**config.mk**
```make
export PLATFORM = sky130hd
export DESIGN_NAME = dtmu_unproj
export DESIGN_NICKNAME = d
export VERILOG_FILES = /design/src/hw/rtl/dtmu_pkg.sv /design/src/hw/rtl/dtmu_unproj.sv
export SDC_FILE = /design/constraint.sdc
export NUM_CORES = 2
export LEC_CHECK = 0
export ABC_AREA = 1
export ABC_CLOCK_PERIOD_IN_PS = 12350
export BUFFER_PORTS_ARGS = -buffer_cell sky130_fd_sc_hd__clkbuf_2
export CAP_MARGIN = 20
export CORE_ASPECT_RATIO = 1.75
export CORE_MARGIN = 2
export CORE_UTILIZATION = 44
export CTS_CLUSTER_SIZE = 16
export DETAILED_ROUTE_END_ITERATION = 12
export HOLD_SLACK_MARGIN = 0.05
export PLACE_DENSITY = 0.56
export SETUP_SLACK_MARGIN = 0.02
export SLEW_MARGIN = 20
export SYNTH_ARGS = -nofsm -noshare
export SYNTH_HDL_FRONTEND = slang
export SYNTH_SLANG_ARGS = --single-unit
export TNS_END_PERCENT = 5
```
**constraint.sdc**
```tcl
create_clock -name clk -period 12.35 [get_ports clk]
set_clock_uncertainty 0.1 [all_clocks]
set_input_delay 2.47 -clock clk [delete_from_list [all_inputs] [get_ports clk]]
set_output_delay 2.47 -clock clk [all_outputs]
set_load 0.02 [all_outputs]
```
**src/hw/rtl/dtmu_pkg.sv**
```systemverilog
`default_nettype none
// ----------------------------------------------------------------------------
// dtmu_pkg
// Shared widths, register map, reset values and helpers of the depth to mesh
// unprojector.
// ----------------------------------------------------------------------------
package dtmu_pkg;

	// default geometry
	localparam int DEF_SENSOR_WIDTH  = 640;
	localparam int DEF_SENSOR_HEIGHT = 480;
	localparam int DEF_MAX_STEP      = 8;

	// field widths
	localparam int DEPTH_W    = 16;
	localparam int POS_W      = 16;
	localparam int IDX_W      = 19;
	localparam int STEP_W     = 4;
	localparam int CLIP_W     = 16;
	localparam int PRINX_W    = 14;
	localparam int PRINY_W    = 13;
	localparam int GAIN_W     = 20;
	localparam int CFG_IDX_W  = 3;
	localparam int CFG_DATA_W = 20;

	// gain is Q0.20 and the coordinate difference is in 1/16 pixel
	localparam int ROUND_SHIFT = 24;

	// register map
	localparam logic [CFG_IDX_W-1:0] REG_STEP        = 3'd0;
	localparam logic [CFG_IDX_W-1:0] REG_FAR_CLIP    = 3'd1;
	localparam logic [CFG_IDX_W-1:0] REG_EDGE_CULL   = 3'd2;
	localparam logic [CFG_IDX_W-1:0] REG_PRINCIPAL_X = 3'd3;
	localparam logic [CFG_IDX_W-1:0] REG_PRINCIPAL_Y = 3'd4;
	localparam logic [CFG_IDX_W-1:0] REG_X_GAIN      = 3'd5;
	localparam logic [CFG_IDX_W-1:0] REG_Y_GAIN      = 3'd6;

	// register reset values
	localparam int                  RST_STEP        = 1;
	localparam logic [CLIP_W-1:0]   RST_FAR_CLIP    = 16'd6000;
	localparam logic [CLIP_W-1:0]   RST_EDGE_CULL   = 16'd4000;
	localparam logic [PRINX_W-1:0]  RST_PRINCIPAL_X = 14'd5120;
	localparam logic [PRINY_W-1:0]  RST_PRINCIPAL_Y = 13'd3840;
	localparam logic [GAIN_W-1:0]   RST_X_GAIN      = 20'd1855;
	localparam logic [GAIN_W-1:0]   RST_Y_GAIN      = 20'd1812;

	// result word kinds
	localparam logic KIND_VERTEX   = 1'b0;
	localparam logic KIND_TRIANGLE = 1'b1;

	// one row store entry
	typedef struct packed {
		logic               valid;
		logic [DEPTH_W-1:0] depth;
	} row_entry_t;

	// all corners valid and both first-corner depth differences under the cull
	function automatic logic tri_ok(
		input row_entry_t         a,
		input row_entry_t         b,
		input row_entry_t         c,
		input logic [CLIP_W-1:0]  cull
	);
		logic [DEPTH_W-1:0] dab;
		logic [DEPTH_W-1:0] dac;
		dab = (a.depth > b.depth) ? (a.depth - b.depth) : (b.depth - a.depth);
		dac = (a.depth > c.depth) ? (a.depth - c.depth) : (c.depth - a.depth);
		return a.valid && b.valid && c.valid && (dab < cull) && (dac < cull);
	endfunction

endpackage
`default_nettype wire

```
**src/hw/rtl/dtmu_unproj.sv**
```systemverilog
`default_nettype none
// ----------------------------------------------------------------------------
// dtmu_unproj
// One axis of the pinhole unprojection: (16*coord - principal) * depth * gain,
// rounded half away from zero at 2^-24 and saturated to 16 bits signed.
// Two multiply stages (p1_s1, then p2_s2); pos is combinational from p2_s2.
// ----------------------------------------------------------------------------
module dtmu_unproj
	import dtmu_pkg::*;
#(
	parameter int COORD_W = 10,
	parameter int PRIN_W  = PRINX_W
) (
	input  logic                     clk,
	input  logic                     start,
	input  logic [COORD_W-1:0]       coord,
	input  logic [PRIN_W-1:0]        principal,
	input  logic [GAIN_W-1:0]        gain,
	input  logic [DEPTH_W-1:0]       depth,
	output logic signed [POS_W-1:0]  pos
);
	localparam int MAG_W = (COORD_W + 4 > PRIN_W) ? COORD_W + 4 : PRIN_W;
	localparam int P1_W  = MAG_W + DEPTH_W;
	localparam int P2_W  = P1_W + GAIN_W;
	localparam int Q_W   = P2_W + 1 - ROUND_SHIFT;

	localparam logic [POS_W:0] NEG_LIMIT = (POS_W + 1)'(1) << (POS_W - 1);
	localparam logic [POS_W:0] POS_LIMIT = NEG_LIMIT - (POS_W + 1)'(1);

	logic signed [MAG_W:0] diff;
	logic [MAG_W-1:0]      mag;
	logic                  neg;

	logic [P1_W-1:0]       p1_s1;
	logic                  neg_s1;
	logic [P2_W-1:0]       p2_s2;
	logic                  neg_s2;

	logic [P2_W:0]         rnd;
	logic [Q_W-1:0]        q;
	logic [POS_W:0]        lim;

	assign diff = $signed({1'b0, MAG_W'({coord, 4'b0000})})
		- $signed({1'b0, MAG_W'(principal)});
	assign neg  = diff[MAG_W];
	assign mag  = neg ? MAG_W'(-diff) : diff[MAG_W-1:0];

	always_ff @(posedge clk) begin
		if (start) begin
			p1_s1  <= P1_W'(mag) * P1_W'(depth);
			neg_s1 <= neg;
		end
		p2_s2  <= P2_W'(p1_s1) * P2_W'(gain);
		neg_s2 <= neg_s1;
	end

	// round half away from zero on the magnitude, then clamp per sign
	always_comb begin
		rnd = (P2_W + 1)'(p2_s2) + ((P2_W + 1)'(1) << (ROUND_SHIFT - 1));
		q   = rnd[P2_W:ROUND_SHIFT];
		if (neg_s2) begin
			lim = (q > Q_W'(NEG_LIMIT)) ? NEG_LIMIT : q[POS_W:0];
			pos = POS_W'((POS_W + 1)'(0) - lim);
		end else begin
			lim = (q > Q_W'(POS_LIMIT)) ? POS_LIMIT : q[POS_W:0];
			pos = lim[POS_W-1:0];
		end
	end
endmodule
`default_nettype wire

```
## Yosys cells after proc, flatten, opt, wreduce, memory -nomap -nowiden

Index checks and enable logic that the tools add are counted.

| word-level totals | value |
|---|---|
| register bits | 82 |
| word-level logic and storage cells | 16 |
| output and inout bits | 16 |

| operators by class | value |
|---|---|
| multiplexer cells | 4 |
| multipliers | 2 |
| add/sub/neg operators | 4 |
| $lt $le $gt $ge | 2 |

Operators with widths:

| kind | count |
|---|---|
| $add 50x24->51 const B | 1 |
| $mul 30x20->50 | 1 |
| $mux 16 | 3 |
| $mul 14x16->30 | 1 |
| $gt 27x15->1 const B | 1 |
| $gt 27x16->1 const B | 1 |
| $sub 1x16->16 const A | 1 |
| $sub 14x14->15 | 1 |
| $mux 14 | 1 |
| $neg 14->14 | 1 |

## Depth between registers and ports, before layout

| depth | value |
|---|---|
| word-level depth | 5 |
| mapped depth | 38 |

## Worst setup path after synthesis

Ideal clock, no wire load.

| timing path | value |
|---|---|
| path type | input to register |
| start | in principal[10] |
| end | reg p1_s1[26] (data pin) |
| path slack | 2.822 ns |
| buffers on the path | 2 |
| data required time | 11.985 ns |
| stages | 34 |
| arrival time | 9.163 ns |
| path through | inv_1 > ha_1 > inv_1 > nor3_2 > nand2_1 > o211ai_1 > nand2_1 > a31oi_4 > inv_1 > buf_2 > o21ai_0 > nand2_1 > inv_1 > buf_4 > nand2_1 > fa_1 > inv_1 > fa_1 > fa_1 > fa_1 > fa_1 > inv_1 > fa_1 > inv_1 > ha_1 > nand2_1 > nor2_1 > nand3_1 > o2111ai_1 > a21oi_1 > o21bai_1 > a21oi_1 > o21ai_0 > xor2_1 |

| between the ends | value |
|---|---|
| elaborated cells on any way between the ends | 4 |
| those cells by class | add/sub (2); mul (1); mux (1) |

RTL lines:

| what | RTL line | RTL |
|---|---|---|
| start, declared | dtmu_unproj.sv:17 | `input logic [PRIN_W-1:0] principal,` |
| $sub 14x14->15 | dtmu_unproj.sv:44 | `- $signed({1'b0, MAG_W'(principal)});` |
| net diff[14] | dtmu_unproj.sv:30 | `logic signed [MAG_W:0] diff;` |
| $mux 14 | dtmu_unproj.sv:46 | `assign mag = neg ? MAG_W'(-diff) : diff[MAG_W-1:0];` |
| $mul 14x16->30 | dtmu_unproj.sv:50 | `p1_s1 <= P1_W'(mag) * P1_W'(depth);` |
| end signal, assigned | dtmu_unproj.sv:50 |  |
| end, declared | dtmu_unproj.sv:34 | `logic [P1_W-1:0] p1_s1;` |

The timed path passes the listed nets, and every way through them passes these cells.
A chain may end at the register's enable or synchronous reset.

## Worst setup path in the final report

| timing path | value |
|---|---|
| start | in principal[9] |
| end | reg p1_s1[25] (data pin) |

| between the ends | value |
|---|---|
| longest elaborated chain between the ends | 4 |

Ends and longest elaborated chain:

| what | RTL line |
|---|---|
| $sub 14x14->15 (*) | dtmu_unproj.sv:44 |
| $neg 14->14 | dtmu_unproj.sv:46 |
| $mux 14 (*) | dtmu_unproj.sv:46 |
| $mul 14x16->30 (*) | dtmu_unproj.sv:50 |

Every way passes the cells marked *; elsewhere a longest branch is shown, timed or not.

==> qor.log <==
[worst_setup_path] number of buffer and inverter instances along the worst setup path 9
[clock_tree] post-CTS setup buffers 0
[synthesis] fraction of registers with async set/reset 0%
[final_layout] post-layout net count 4890
[clock_tree] number of buffers added to fix hold violations after cts 0
[worst_setup_path] type of origin of the critical path input port
[synthesis] Yosys cell types 57
[timing] total negative setup slack 0 ns
[drt] detailed router's first-iteration violation count 1134
[timing] Final period util 84.9%
[worst_setup_path] dominant delay contributor by cell family on the critical path adder cells
[timing] number of endpoints failing setup at the final stage 0
[floorplan] Initial Utilization 44.5%
[floorplan] die footprint 71500 µm²
[clock_tree] H-tree lvl count 3
[timing] max-slew violation count 0
[place] weighted congestion at the end of routability-driven global placement 0.958
[worst_setup_path] Setup CP Type in2reg
[clock_tree] clock latency at the later pin of the worst-skew pair 0.37 ns
[worst_setup_path] Worst Reg-to-Reg Cells 24
[synthesis] dominant synthesized flop cell sky130_fd_sc_hd__edfxtp_1
[drt] routed wire length 97700 µm
[drt] First-pass DRT Iterations 6
[global_route] largest net degree at the start of global routing 32
[worst_setup_path] arrival time at the worst endpoint 10.51 ns
[timing] highest achievable clock rate 95.4 MHz
[timing] Max-slew headroom 23.1%
[final_layout] number of antenna repair diodes 0
[synthesis] Synth Cell Area 30500 µm²
[floorplan] Std-Cell Core Area 68500 µm²
[floorplan] Die H 352 µm
[drt] Post-DRT Antenna Nets 0
[clock_tree] Resized Gates After CTS 0
[clock_tree] Clk pin slew, worst setup/hold paths 0.06 ns
[worst_setup_path] library cell appearing most often on the critical path sky130_fd_sc_hd__inv_1
[drt] vias 25000
[global_route] routing usage on met2 56.7%
[worst_setup_path] maximum fanout encountered on the critical timing path 16
[global_route] all-layer global routing usage 28.4%
[synthesis] flop and latch count out of synthesis 59
[global_route] met1 demand-to-capacity share in global routing 26.4%
[clock_tree] clock root cell sky130_fd_sc_hd__clkbuf_16
[drt] DRC viols 0
[final_layout] fill count 7081
[timing] Tightest Pin Transition 1.15 ns
[worst_hold_path] min-delay worst type reg2reg
[final_layout] leading cell types in the layout, fill and taps excluded 1066 x sky130_fd_sc_hd__nand2_1, 1022 x sky130_fd_sc_hd__inv_1, 664 x sky130_fd_sc_hd__fa_1
[status] status complete, no violations
[global_route] wire length of the first global-routing pass 152000 µm
[global_route] vias in the first global route 27700
[flow_run] Max-cap violations 0
[worst_setup_path] Crit-path slowest cell sky130_fd_sc_hd__fa_1
[synthesis] per-instance average area after synthesis 7.78 µm²
[worst_setup_path] crit path capture type flip-flop
[synthesis] Synthesized Nets 4909
[clock_tree] number of buffers created by CTS 9
[worst_setup_path] required time of the worst setup path 12.37 ns
[timing] shortest clock period the worst path allows after layout 10.49 ns
[clock_tree] Max Root-Sink Buffers 2
[final_layout] most common cell after layout, fill and taps aside sky130_fd_sc_hd__nand2_1
[floorplan] placement row count 127
[drt] DR WL/cell 20.3 µm
[global_route] met3 capacity usage during global routing 1.94%
[synthesis] number of cells produced by synthesis 3918
[final_layout] layout cells sized above 1 4.59%
[worst_setup_path] longest individual stage delay on the worst path 0.56 ns
[global_route] overflow left after global routing 0
[clock_tree] total clock sinks 59
[synthesis] yosys warns 0
[global_route] number of antenna violations at the first check in global routing 2
[worst_setup_path] total stage count of the critical path 35
[floorplan] overall die width 203 µm
[clock_tree] clock tree from TritonCTS yes
[timing] unrepaired setup endpoints after global routing false
[worst_hold_path] Hold Path Stages 0
[global_route] busiest layer in global routing met2
[timing] final hold violation count 0
[place] post-detailed-placement half-perimeter wirelength 79800 µm
[final_layout] Layout Utilization 46.7%
[floorplan] IO Count 78
[final_layout] Layout Area Growth over Synthesis 5.04%
[synthesis] number of flops mapped to enable cells by yosys 31
[place] port bufs 77
[drt] routed vias/inst 5.19
[synthesis] post-synthesis sequential area ratio 4.89%
kinds of logic (layout without fill, tap and decap cells):
kind of cell	count (synthesis)	in the layout	share of synthesized area [%]
flip-flops	59	59	4.89
AND/OR/NAND/NOR	1416	1416	18.6
buffers and inverters	1177	1163	14.7
adder cells (fa/ha/maj)	929	929	54.5
XOR/XNOR	80	80	2.42
AO/OA/AOI/OAI	257	257	4.89
metrics by stage:
stage	worst slack [ns]	cell area, µm²	hold slack (ns)	cells
CTS	1.85	32000	0.423	4806
global placement	1.61	31700	0.449	4790
finish	1.86	32000	0.430	4807
floorplan	2.82	30500	0.223	3918
global route	1.09	32000	0.435	4807
detailed placement	1.48	31700	0.407	4790
final cells by class:
cell class	count	area (µm²)	share of cell area, %
timing repair buffer	122	731	2.28
clock inverter	6	45.0	0.141
multi-input combinational	2682	24500	76.6
clock buffer	10	250	0.782
tap	903	1130	3.53
inverter	1025	3850	12.0
sequential	59	1490	4.66
layer usage:
| layer | share of wire, % | vias to the layer above |
|---|---|---|
| met2 | 57 | 757 |
| met5 | 0.029 | - |
| met1 | 31 | 12500 |
| met3 | 3.6 | 341 |
| met4 | 8.9 | 4 |
| li1 | - | 11300 |
worst paths after layout:
path / slack, ns / endpoint / from
max: 1.86 / p1_s1[25]$_DFFE_PP_ / principal[9]
min: 0.43 / neg_s2$_DFF_P_ / neg_s1$_DFFE_PP_
min reg2reg: 0.43 / neg_s2$_DFF_P_ / neg_s1$_DFFE_PP_
max reg2reg: 4.94 / p2_s2[47]$_DFF_P_ / p1_s1[7]$_DFFE_PP_
flip-flops by register name, summed over array words and instances, names as in the netlist:
| register | flops |
|---|---|
| neg_s1 | 1 |
| neg_s2 | 1 |
| p2_s2 | 27 |
| p1_s1 | 30 |
cell usage after synthesis (5+ instances only):
cell type	n	area, µm²
sky130_fd_sc_hd__inv_1	1022	3840
sky130_fd_sc_hd__clkbuf_1	133	499
sky130_fd_sc_hd__a21oi_1	103	515
sky130_fd_sc_hd__a31oi_1	18	113
sky130_fd_sc_hd__dfxtp_1	28	561
sky130_fd_sc_hd__fa_1	664	13300
sky130_fd_sc_hd__nor2_2	12	75.1
sky130_fd_sc_hd__o21ai_0	79	395
sky130_fd_sc_hd__nor3_1	12	60.1
sky130_fd_sc_hd__buf_2	9	45.0
sky130_fd_sc_hd__nand4_1	17	106
sky130_fd_sc_hd__nor2_1	192	721
sky130_fd_sc_hd__xnor2_1	24	210
sky130_fd_sc_hd__and2_1	10	62.6
sky130_fd_sc_hd__nand3b_1	5	37.5
sky130_fd_sc_hd__o31ai_1	5	37.5
sky130_fd_sc_hd__nor2_4	6	67.6
sky130_fd_sc_hd__nand3_1	74	370
sky130_fd_sc_hd__nand2_2	7	43.8
sky130_fd_sc_hd__o21bai_1	10	75.1
sky130_fd_sc_hd__o211ai_1	10	75.1
sky130_fd_sc_hd__xor2_1	51	447
sky130_fd_sc_hd__ha_1	265	3320
sky130_fd_sc_hd__edfxtp_1	31	931
sky130_fd_sc_hd__nand2_1	1066	4000
sky130_fd_sc_hd__xor2_2	5	81.3
Power is not shown: default switching activity piles up to over one toggle a cycle in this logic, so the estimate is an artifact.
